<file path="config.mk">
export PLATFORM = sky130hd
export DESIGN_NAME = bgoe_queue
export DESIGN_NICKNAME = d
export VERILOG_FILES = /design/src/hdl/bgoe_pkg.sv /design/src/hdl/bgoe_queue.sv
export SDC_FILE = /design/constraint.sdc
export NUM_CORES = 1
export LEC_CHECK = 0
export BUFFER_PORTS_ARGS = -buffer_cell sky130_fd_sc_hd__buf_2
export CAP_MARGIN = 20
export CELL_PAD_IN_SITES_DETAIL_PLACEMENT = 1
export CELL_PAD_IN_SITES_GLOBAL_PLACEMENT = 2
export CORE_MARGIN = 2
export CORE_UTILIZATION = 45
export CTS_CLUSTER_SIZE = 20
export DETAILED_ROUTE_END_ITERATION = 10
export GPL_TIMING_DRIVEN = 0
export PLACE_DENSITY_LB_ADDON = 0.3
export SYNTH_ARGS = -nofsm -noshare
export SYNTH_HDL_FRONTEND = slang
export SYNTH_SLANG_ARGS = --single-unit
</file>
<file path="constraint.sdc">
create_clock -name clock -period 6.4 [get_ports clock]
set_input_delay 0.32 -clock clock [delete_from_list [all_inputs] [get_ports clock]]
set_output_delay 0.32 -clock clock [all_outputs]
set_load 0.03 [all_outputs]
</file>
<file path="src/hdl/bgoe_pkg.sv">
// Package of the glyph outline emitter: field widths, codes, queue entry and config types.
// No dependencies; every other file of the block but assert_macros.svh uses it.
`default_nettype none

package bgoe_pkg;

   localparam int ROW_W       = 64;
   localparam int ROW_IDX_W   = 6;
   localparam int DIM_W       = 7;
   localparam int COORD_W     = 16;
   localparam int PROD_W      = 13;
   localparam int CSR_IDX_W   = 3;
   localparam int CSR_DATA_W  = 16;
   localparam int NUM_SLOTS   = 7;
   localparam int QUEUE_DEPTH = 4;
   localparam int QPTR_W      = 2;
   localparam int QCNT_W      = 3;

   localparam logic MODE_LOAD  = 1'b0;
   localparam logic MODE_SCAN  = 1'b1;
   localparam logic KIND_LINE  = 1'b0;
   localparam logic KIND_POINT = 1'b1;

   localparam logic [CSR_IDX_W-1:0] CSR_ORIGIN_X     = 3'd0;
   localparam logic [CSR_IDX_W-1:0] CSR_ORIGIN_Y     = 3'd1;
   localparam logic [CSR_IDX_W-1:0] CSR_PIXEL_SIZE   = 3'd2;
   localparam logic [CSR_IDX_W-1:0] CSR_GLYPH_WIDTH  = 3'd3;
   localparam logic [CSR_IDX_W-1:0] CSR_GLYPH_HEIGHT = 3'd4;

   // Command slots of one cell, in emission order.
   typedef enum logic [2:0] {
      SLOT_LEFT,
      SLOT_RIGHT,
      SLOT_TOP,
      SLOT_BOTTOM,
      SLOT_VERT,
      SLOT_HORZ,
      SLOT_CORNER
   } slot_type;

   typedef struct packed {
      logic [COORD_W-1:0] origin_x;
      logic [COORD_W-1:0] origin_y;
      logic [DIM_W-1:0]   pixel_size;
      logic [DIM_W-1:0]   glyph_width;
      logic [DIM_W-1:0]   glyph_height;
   } cfg_type;

   typedef struct packed {
      logic [NUM_SLOTS-1:0] slots;
      logic                 dot_a;
      logic                 corner_x_inc;
      logic                 corner_y_inc;
      logic [PROD_W-1:0]    p_col;
      logic [PROD_W-1:0]    p_row;
      logic [PROD_W-1:0]    p_width;
      logic [PROD_W-1:0]    p_height;
   } cell_entry_type;

   typedef struct packed {
      logic              not_empty;
      logic [QCNT_W-1:0] free;
   } q_status_type;

endpackage

`default_nettype wire

</file>
<file path="src/hdl/bgoe_queue.sv">
// Short queue of classified cells between front and back end.
// Depends on bgoe_pkg for the entry type and depth constants.
`default_nettype none

module bgoe_queue (
   input  wire logic                     clock,
   input  wire logic                     reset,
   input  wire logic                     push_valid,
   input  wire bgoe_pkg::cell_entry_type push_entry,
   input  wire logic                     pop,
   output bgoe_pkg::cell_entry_type      head_entry,
   output bgoe_pkg::q_status_type        q_status
);

   bgoe_pkg::cell_entry_type entries_ff [bgoe_pkg::QUEUE_DEPTH];

   logic [bgoe_pkg::QPTR_W-1:0] wr_ptr_ff, wr_ptr_in;
   logic [bgoe_pkg::QPTR_W-1:0] rd_ptr_ff, rd_ptr_in;
   logic [bgoe_pkg::QCNT_W-1:0] count_ff, count_in;
   logic                        do_pop;

   always_comb begin
      do_pop    = pop && (count_ff != '0);
      wr_ptr_in = push_valid ? wr_ptr_ff + bgoe_pkg::QPTR_W'(1) : wr_ptr_ff;
      rd_ptr_in = do_pop ? rd_ptr_ff + bgoe_pkg::QPTR_W'(1) : rd_ptr_ff;
      count_in  = count_ff + bgoe_pkg::QCNT_W'(push_valid) - bgoe_pkg::QCNT_W'(do_pop);
   end

   always_ff @(posedge clock) begin
      if (reset) begin
         wr_ptr_ff <= '0;
         rd_ptr_ff <= '0;
         count_ff  <= '0;
      end else begin
         wr_ptr_ff <= wr_ptr_in;
         rd_ptr_ff <= rd_ptr_in;
         count_ff  <= count_in;
      end
      if (push_valid) begin
         entries_ff[wr_ptr_ff] <= push_entry;
      end
   end

   assign head_entry         = entries_ff[rd_ptr_ff];
   assign q_status.not_empty = count_ff != '0;
   assign q_status.free      = bgoe_pkg::QCNT_W'(bgoe_pkg::QUEUE_DEPTH) - count_ff;

endmodule

`default_nettype wire

</file>
# ---- Word level (Yosys, flattened, before mapping)
# Memory sizes are Yosys's and may differ from the RTL's. A register that Yosys moved wholly into a read port is not among the register bits.
# Index checks and enable logic that the tools add are counted.
dict set report op_classes {
  n_addsub 5
  mux 4
  n_reduce_logical 2
}
# operator n
set ops {}
lappend ops {{2-bit by 1-bit adder with 2-bit output (second input constant)} 2}
lappend ops {{2-bit two-way mux} 2}
lappend ops {{3-bit by 1-bit adder with 3-bit output} 1}
lappend ops {{3-bit nonzero test} 1}
lappend ops {{3-bit by 1-bit subtractor with 3-bit output} 1}
lappend ops {{3-bit subtractor (first input constant)} 1}
lappend ops {{1-bit two-way mux} 2}
lappend ops {{1-bit logical AND} 1}
dict set report totals {
  mem_bits_rw 248
  memories 1
  reg_bits 7
  elab_cells 15
  inputBits 66
}
# memory depth width rd rd_ports_with_merged_regs write_ports line_no
set memory_table {}
lappend memory_table {entries_ff 4 62 1 1 1 bgoe_queue.sv:15} ;# bgoe_pkg::cell_entry_type entries_ff [bgoe_pkg::QUEUE_DEPTH];

# ---- Depth between registers and ports, before layout
# Gate-level depths: netlist of run 1.
dict set report logic_depth {
  word_depth 4
  ltp_mapped 12
  ltp_nobuf 12
}

# ---- Worst setup path after synthesis of run 1
# No wires, ideal clock.
dict set report synth_path {
  kind {flip-flop to flip-flop}
  from {register wr_ptr_ff[0] (netlist bit)}
  to {memory entries_ff[0][0] (netlist bit) (enable)}
  required_time_ns 5.974
  synth_period_minus_slack_ns 2.429
  setup_slack_ns 3.971
  setup_time_ns 0.426
  n_path_buf 0
  t_arrival_ns 2.003
  stages_incl_launch_ff 4
  cell_sequence {dfxtp_1 > inv_1 > ha_1 > and2_1}
}
# item line_no
set synth_lines {}
lappend synth_lines {{from (decl)} bgoe_queue.sv:17} ;# logic [bgoe_pkg::QPTR_W-1:0] wr_ptr_ff, wr_ptr_in;
lappend synth_lines {{from (signal assigned)} bgoe_queue.sv:35} ;# wr_ptr_ff <= wr_ptr_in;
lappend synth_lines {{to (decl)} bgoe_queue.sv:15}
# Straight into the memory's write port.

==> run metrics, run 1 <==
RR Endpoint=count_ff[2]; Startpoint Class=flop; Seq/Total Area, Yosys=0.8040; top-level I/O count=~130; Mean Syn Cell Area=about 25 sq um; Num CTS Buffers=26; area occupied by multi-input gates=1659 sq um; Worst Min Path Start=push_entry[26]; synth unique cells=19; fillers=approximately 1,800; Critical R2R Launch=count_ff[1]; Slew @ Worst Pin=596.7 ps; Fin Setup TNS=0 ps; final hold violation count=0; core footprint=around 21,000 sq um; DP Cell Count=782; HP Class=input pin to flop; drt wl/cell=~21 um; Reg2Reg Depth=12; synthesized net count=448; relative slew slack=0.6022; WHS Path Cells=1; area of the mapped netlist=approximately 9500 sq um; CTS sink cnt=257; H-tree Lvls=1; Max Root-Sink Buffers=3; vias in the first global route=roughly 4,900; WL final=~18 mm; die height=between 100 and 150 um; Power per Cell Area=just over 400 nW/um^2; R2R Setup Slk=around 3900 ps; CP endpoint kind=output pin; Post-Syn Instances=around 370; latest clock arrival within the worst-skew pair=520 ps; WHS Endpoint=entries_ff[2][26]; non-filler cells, final=837; DP Wirelength=between 10 and 15 mm; fmax=just under 400 MHz; CTS tree=yes; unrepaired setup endpoints after global routing=false; global-route met3 utilization=0.03394; First DRT Iteration DRCs=264; crit path max fanout=10; GR Layer Usage met1=0.2017; FF+latch area=around 7600 sq um; critical path required time=6080 ps; DRC errors left=0; Seq cells post-synth=approximately 260; Setup Viol. Count Final=0; status=finished, final reports clean; busiest grt layer=met2; first-pass GRT wire length=27.44 mm; Final #Nets=roughly 620; GRT met2 Usage=0.2961; post-synth top area share=0.7850; path type of the worst setup path=flop to output pin; DR vias=about 4,300; largest net degree at the start of global routing=33; max_cap viols=0; I/O Buffers=130; WP data arrival=~2300 ps; DR pass1 iterations=4; cell taking the most area after synthesis=edfxtp_1; Yosys warnings=0; initial core utilization=0.4556; Tcrit/Tclk final=0.4020; Clock transition at path regs=about 60 ps; Setup Buffers After CTS=0; initial antenna violation count=2; Core Rows=53; die width=approximately 150 um; Via density=about 5.1; GRT Residual Overflow=0; Tmin final=roughly 2600 ps; gpl congestion=between 0.6 and 0.7; largest cells by area after synthesis=edfxtp_1, mux4_2, dfxtp_1, buf_12, ha_1; Clock Tree Root=clkbuf_16; share of cells above drive strength 1=0.4536; Die ar.=around 22,000 sq um; Layout area overhead=22.14%; max-slew violations=0; gr usage total=0.1649; Final Skew=13.12 ps; Max VDD drop=0.2948 mV; Antenna Nets Post-Route=0; Static Leak=3.973 nW
[worst max-delay path, cell delays in order (launching register included)]
cell,delay (ps)
dfxtp_1,300
clkbuf_1,460
buf_2,400
mux4_2,380
buf_2,200
[cell families (layout without fill, tap and decap cells)]
logic type,count (synthesis),after routing,synth area share
XOR/XNOR,5,5,0.004616
adder cells (fa/ha/maj),9,9,0.01266
multiplexers,63,63,0.1490
buffers and inverters,25,212,0.02216
flip-flops,257,257,0.8040
other,0,2,0
AND/OR/NAND/NOR,14,14,0.007518
[power by group]
group          switching, mW  total, mW  internal [mW]
Combinational          0.684       1.15          0.470
Sequential            0.0256       1.97           1.94
Clock                  0.601       1.65           1.05
[worst max path at each step]
stage | end | cells past startpoint | from
final | head_entry[53] | 4 | flop
after global routing | head_entry[53] | 4 | flop
after CTS | head_entry[53] | 4 | flop
after detailed placement | count_ff[2] | 12 | count_ff[1]
after global placement | entries_ff[0][25] | 3 | wr_ptr_ff[0]
after floorplan | entries_ff[0][0] | 3 | wr_ptr_ff[0]
[final cells by class]
type | instances | area share
well taps | 275 | 0.02969
clock inverters | 18 | 0.02311
multi-input cells | 91 | 0.1432
diodes | 2 | 0.0004319
clock buffers | 29 | 0.05896
inverters | 9 | 0.002915
repair buffers | 140 | 0.06824
plain buffers | 16 | 0.01523
flip-flops and latches | 257 | 0.6582
[cells in the mapped netlist (all sizes together)]
master,instances
clkbuf,2
xor2,1
mux2i,1
buf,14
nand3b,1
nor2b,2
mux4,62
and2,4
nor2,7
xnor2,4
fa,1
dfxtp,9
inv,9
ha,8
edfxtp,248
[state kept, by name (all words and copies together) (netlist names), named ones only]
register    flops
entries_ff    248
wr_ptr_ff       2
count_ff        3
rd_ptr_ff       2
[per-stage QoR]
stage	power, mW	hold slack [ps]	worst slack [ps]	util	cell area (sq um)
6_report	4.771	19.16	3827	0.5565	11590
5_1_grt	4.951	6.579	3654	0.5565	11590
3_5_place_dp	3.178	524.7	3863	0.5077	10570
3_3_place_gp	3.148	509.5	2803	0.5034	10480
2_1_floorplan	2.868	418.9	3971	-	9487
4_1_cts	4.835	0.5914	3742	0.5562	11580
[cells in the final DEF, fill, tap and decap left out]
cell / instances
and2_4: 4
buf_12: 10
buf_2: 136
buf_4: 1
buf_6: 1
bufinv_16: 7
clkbuf_1: 4
clkbuf_16: 27
clkinv_1: 3
clkinv_2: 6
clkinv_4: 1
clkinvlp_4: 1
dfxtp_1: 9
diode_2: 2
dlygate4sd3_1: 6
edfxtp_1: 248
fa_1: 1
ha_1: 8
inv_1: 9
mux2i_1: 1
mux4_1: 2
mux4_2: 60
nand3b_1: 1
nor2_1: 7
nor2b_1: 2
xnor2_1: 4
xor2_1: 1
[routing by layer]
| layer | wire length [um] | vias to the layer above | share of wire |
|---|---|---|---|
| li1 | - | 1915 | - |
| met1 | 7013 | 2206 | 0.39 |
| met2 | 9500 | 109 | 0.53 |
| met3 | 935 | 29 | 0.052 |
| met4 | 368 | 0 | 0.021 |
| met5 | 0 | - | 0 |
[repair_timing]
action	4_1_cts	5_1_grt
hold buffers	6	0
endpoints found under the hold margin	18	0
resized for setup	0	0
Power figures use the tool's default switching activity.
==> run 2: changes to the inputs <==
--- a/config.mk
+++ b/config.mk
@@ -10,7 +10,7 @@
 export CELL_PAD_IN_SITES_DETAIL_PLACEMENT = 1
 export CELL_PAD_IN_SITES_GLOBAL_PLACEMENT = 2
 export CORE_MARGIN = 2
-export CORE_UTILIZATION = 45
+export CORE_UTILIZATION = 40
 export CTS_CLUSTER_SIZE = 20
 export DETAILED_ROUTE_END_ITERATION = 10
 export GPL_TIMING_DRIVEN = 0
==> constraint.sdc (replaced) <==
create_clock -name clock -period 2.3 [get_ports clock]
set_input_delay 0.115 -clock clock [delete_from_list [all_inputs] [get_ports clock]]
set_output_delay 0.115 -clock clock [all_outputs]
set_load 0.03 [all_outputs]
==> run metrics, run 2 (same netlist as run 1, synthesis figures left out) <==
Max VDD drop=0.7088 mV (+140%); top-level I/O count=132 (unchanged); Critical R2R Launch=count_ff[1]; Die ar.=24,960 sq um (+12%); path type of the worst setup path=flop to flop; WHS Endpoint=entries_ff[1][39]; WHS Path Cells=2 (+1); die width=158 um (+5.9%); GRT Residual Overflow=0 (unchanged); top flop regs=entries_ff: 248 flops, count_ff: 3 flops; FF+latch area=7632 sq um (about the same); n_diodes=0 (-2); core footprint=23,400 sq um (+12%); placed cell area=10,660 sq um (+0.81%); DR pass1 iterations=5 (+1); area occupied by multi-input gates=1727 sq um (+4.1%); Tmin final=roughly 2200 ps; CP endpoint kind=flop; Layout area overhead=29.41%; CTS tree=yes; Slew @ Worst Pin=461.2 ps (-135.5 ps); Setup Viol. Count Final=0 (unchanged); Design Area, Final=12,280 sq um (+5.9%); WP data arrival=2590 ps (+340 ps); Antenna Nets Post-Route=0 (unchanged); Most flops, register=entries_ff; fmax=approximately 460 MHz; die height=158 um (+5.9%); commonest non-fill, non-tap cell in the layout=edfxtp_1; unrepaired setup endpoints after global routing=true; latest clock arrival within the worst-skew pair=510 ps (about the same); share of cells above drive strength 1=0.4240 (-0.02957); DRC errors left=0 (unchanged); vias in the first global route=5,149 (+5.7%); fillers=2,171 (+18%); Clock Tree Root=clkbuf_16; Worst Min Path Start=push_entry[39]; DP Wirelength=10.96 mm (-5.0%); gr usage total=0.1512 (-0.01366); final hold violation count=0 (unchanged); Startpoint Class=flop; R2R Setup Slk=110 ps (-3770 ps); Power per Cell Area=1068 nW/um^2 (+160%); critical path required time=2700 ps (-3380 ps); Clock transition at path regs=60 ps (about the same); First DRT Iteration DRCs=222 (-16%); Max Root-Sink Buffers=3 (unchanged); max-slew violations=0 (unchanged); Tcrit/Tclk final=0.9542; first-pass GRT wire length=28.42 mm (+3.6%); status=finished, final reports clean; Final #Nets=680 (+10%); drt wl/cell=19.64 um (-7.8%); RR Endpoint=count_ff[2]; crit path max fanout=3 (-7); Static Leak=4.216 nW (+6.1%); Num CTS Buffers=27 (+3.8%); WL final=18.54 mm (+4.0%); H-tree Lvls=1 (unchanged); max_cap viols=0 (unchanged); Fin Setup TNS=0 ps (unchanged); DR vias=4,556 (+7.0%); Largest register FFs=248 (unchanged); Via density=4.826 (-5.2%); relative slew slack=0.6925 (+0.09037); HP Class=input pin to flop; largest net degree at the start of global routing=55 (+67%); gpl congestion=0.6624 (+1.3%); Reg2Reg Depth=12 (unchanged); CTS sink cnt=257 (unchanged); initial antenna violation count=0 (-2); I/O Buffers=130 (unchanged); highest-count cells in the layout ignoring fill and taps=edfxtp_1, buf_2, dlygate4sd3_1; Core Rows=56 (+5.7%); initial core utilization=0.4054 (-0.05023); Final Skew=8.641 ps (-4.480 ps)
## run 2: cell count changes in the layout (fill, tap and decap cells not counted), sizes merged
cell,change
clkinv,+3
diode,-2
dlygate4sd3,+61
bufinv,-4
buf,+3
clkbuf,+1
inv,+1
## run 2: how the worst max path moves through the flow
| stage | start | cells past startpoint | slack, ps | to |
|---|---|---|---|---|
| final | count_ff[1] | 12 | 110 | count_ff[2] |
| after global routing | count_ff[1] | 12 | -20 | count_ff[2] |
| after CTS | count_ff[0] | 12 | 3 | count_ff[2] |
| after detailed placement | count_ff[1] | 12 | -190 | count_ff[2] |
| after global placement | count_ff[1] | 12 | -120 | count_ff[2] |
| after floorplan | count_ff[1] | 12 | 70 | count_ff[2] |
## run 2: routing by layer
metal	up-vias	wire [um]	global-route usage
li1	2046	-	-
met1	2378	7539	0.1888
met2	107	9801	0.2731
met3	25	867	0.02765
met4	0	328	0.03775
met5	-	0	0
## run 2: critical path, cell delays in order, from the launching register on
cell,delay [ps]
dfxtp_4,380
inv_4,40
ha_4,150
ha_4,160
nor2b_4,150
ha_4,220
inv_2,60
ha_4,120
inv_2,40
fa_2,390
xnor2_2,180
xnor2_1,130
nor2_1,60
## run 2: cell type report
type,count,share of cell area
clock buffers,31,0.05626
flip-flops and latches,257,0.6217
plain buffers,15,0.01406
multi-input cells,91,0.1406
well taps,319,0.03251
clock inverters,18,0.01345
repair buffers,204,0.1184
inverters,9,0.002956
## run 2: through the flow
step                      instances  setup WS, ps    util  hold WS (ps)  total power [mW]
after floorplan                 373         65.54       -         213.9             7.974
after global placement          822        -122.8  0.4504         324.7             8.759
after detailed placement        826        -194.4  0.4554         333.3             8.843
after CTS                       942         2.655  0.5214         318.8             13.18
after global routing            944        -16.55  0.5246         342.8             13.66
final                           944         105.3  0.5246         341.0             13.11
## run 2: what timing repair did
action,4_1_cts,5_1_grt
cloned,0,0
setup buffers,1,2
pin swaps,0,6
hold endpoints to repair,256,0
gates resized for setup,5,14
setup endpoints to repair,61,1
hold buffers,67,0
## run 2: power breakdown
part           total [mW]  internal, mW  switching (mW)
Combinational        3.45          1.48            1.97
Clock                4.17          2.48            1.69
Sequential           5.49          5.41          0.0817
Total                13.1          9.37            3.74
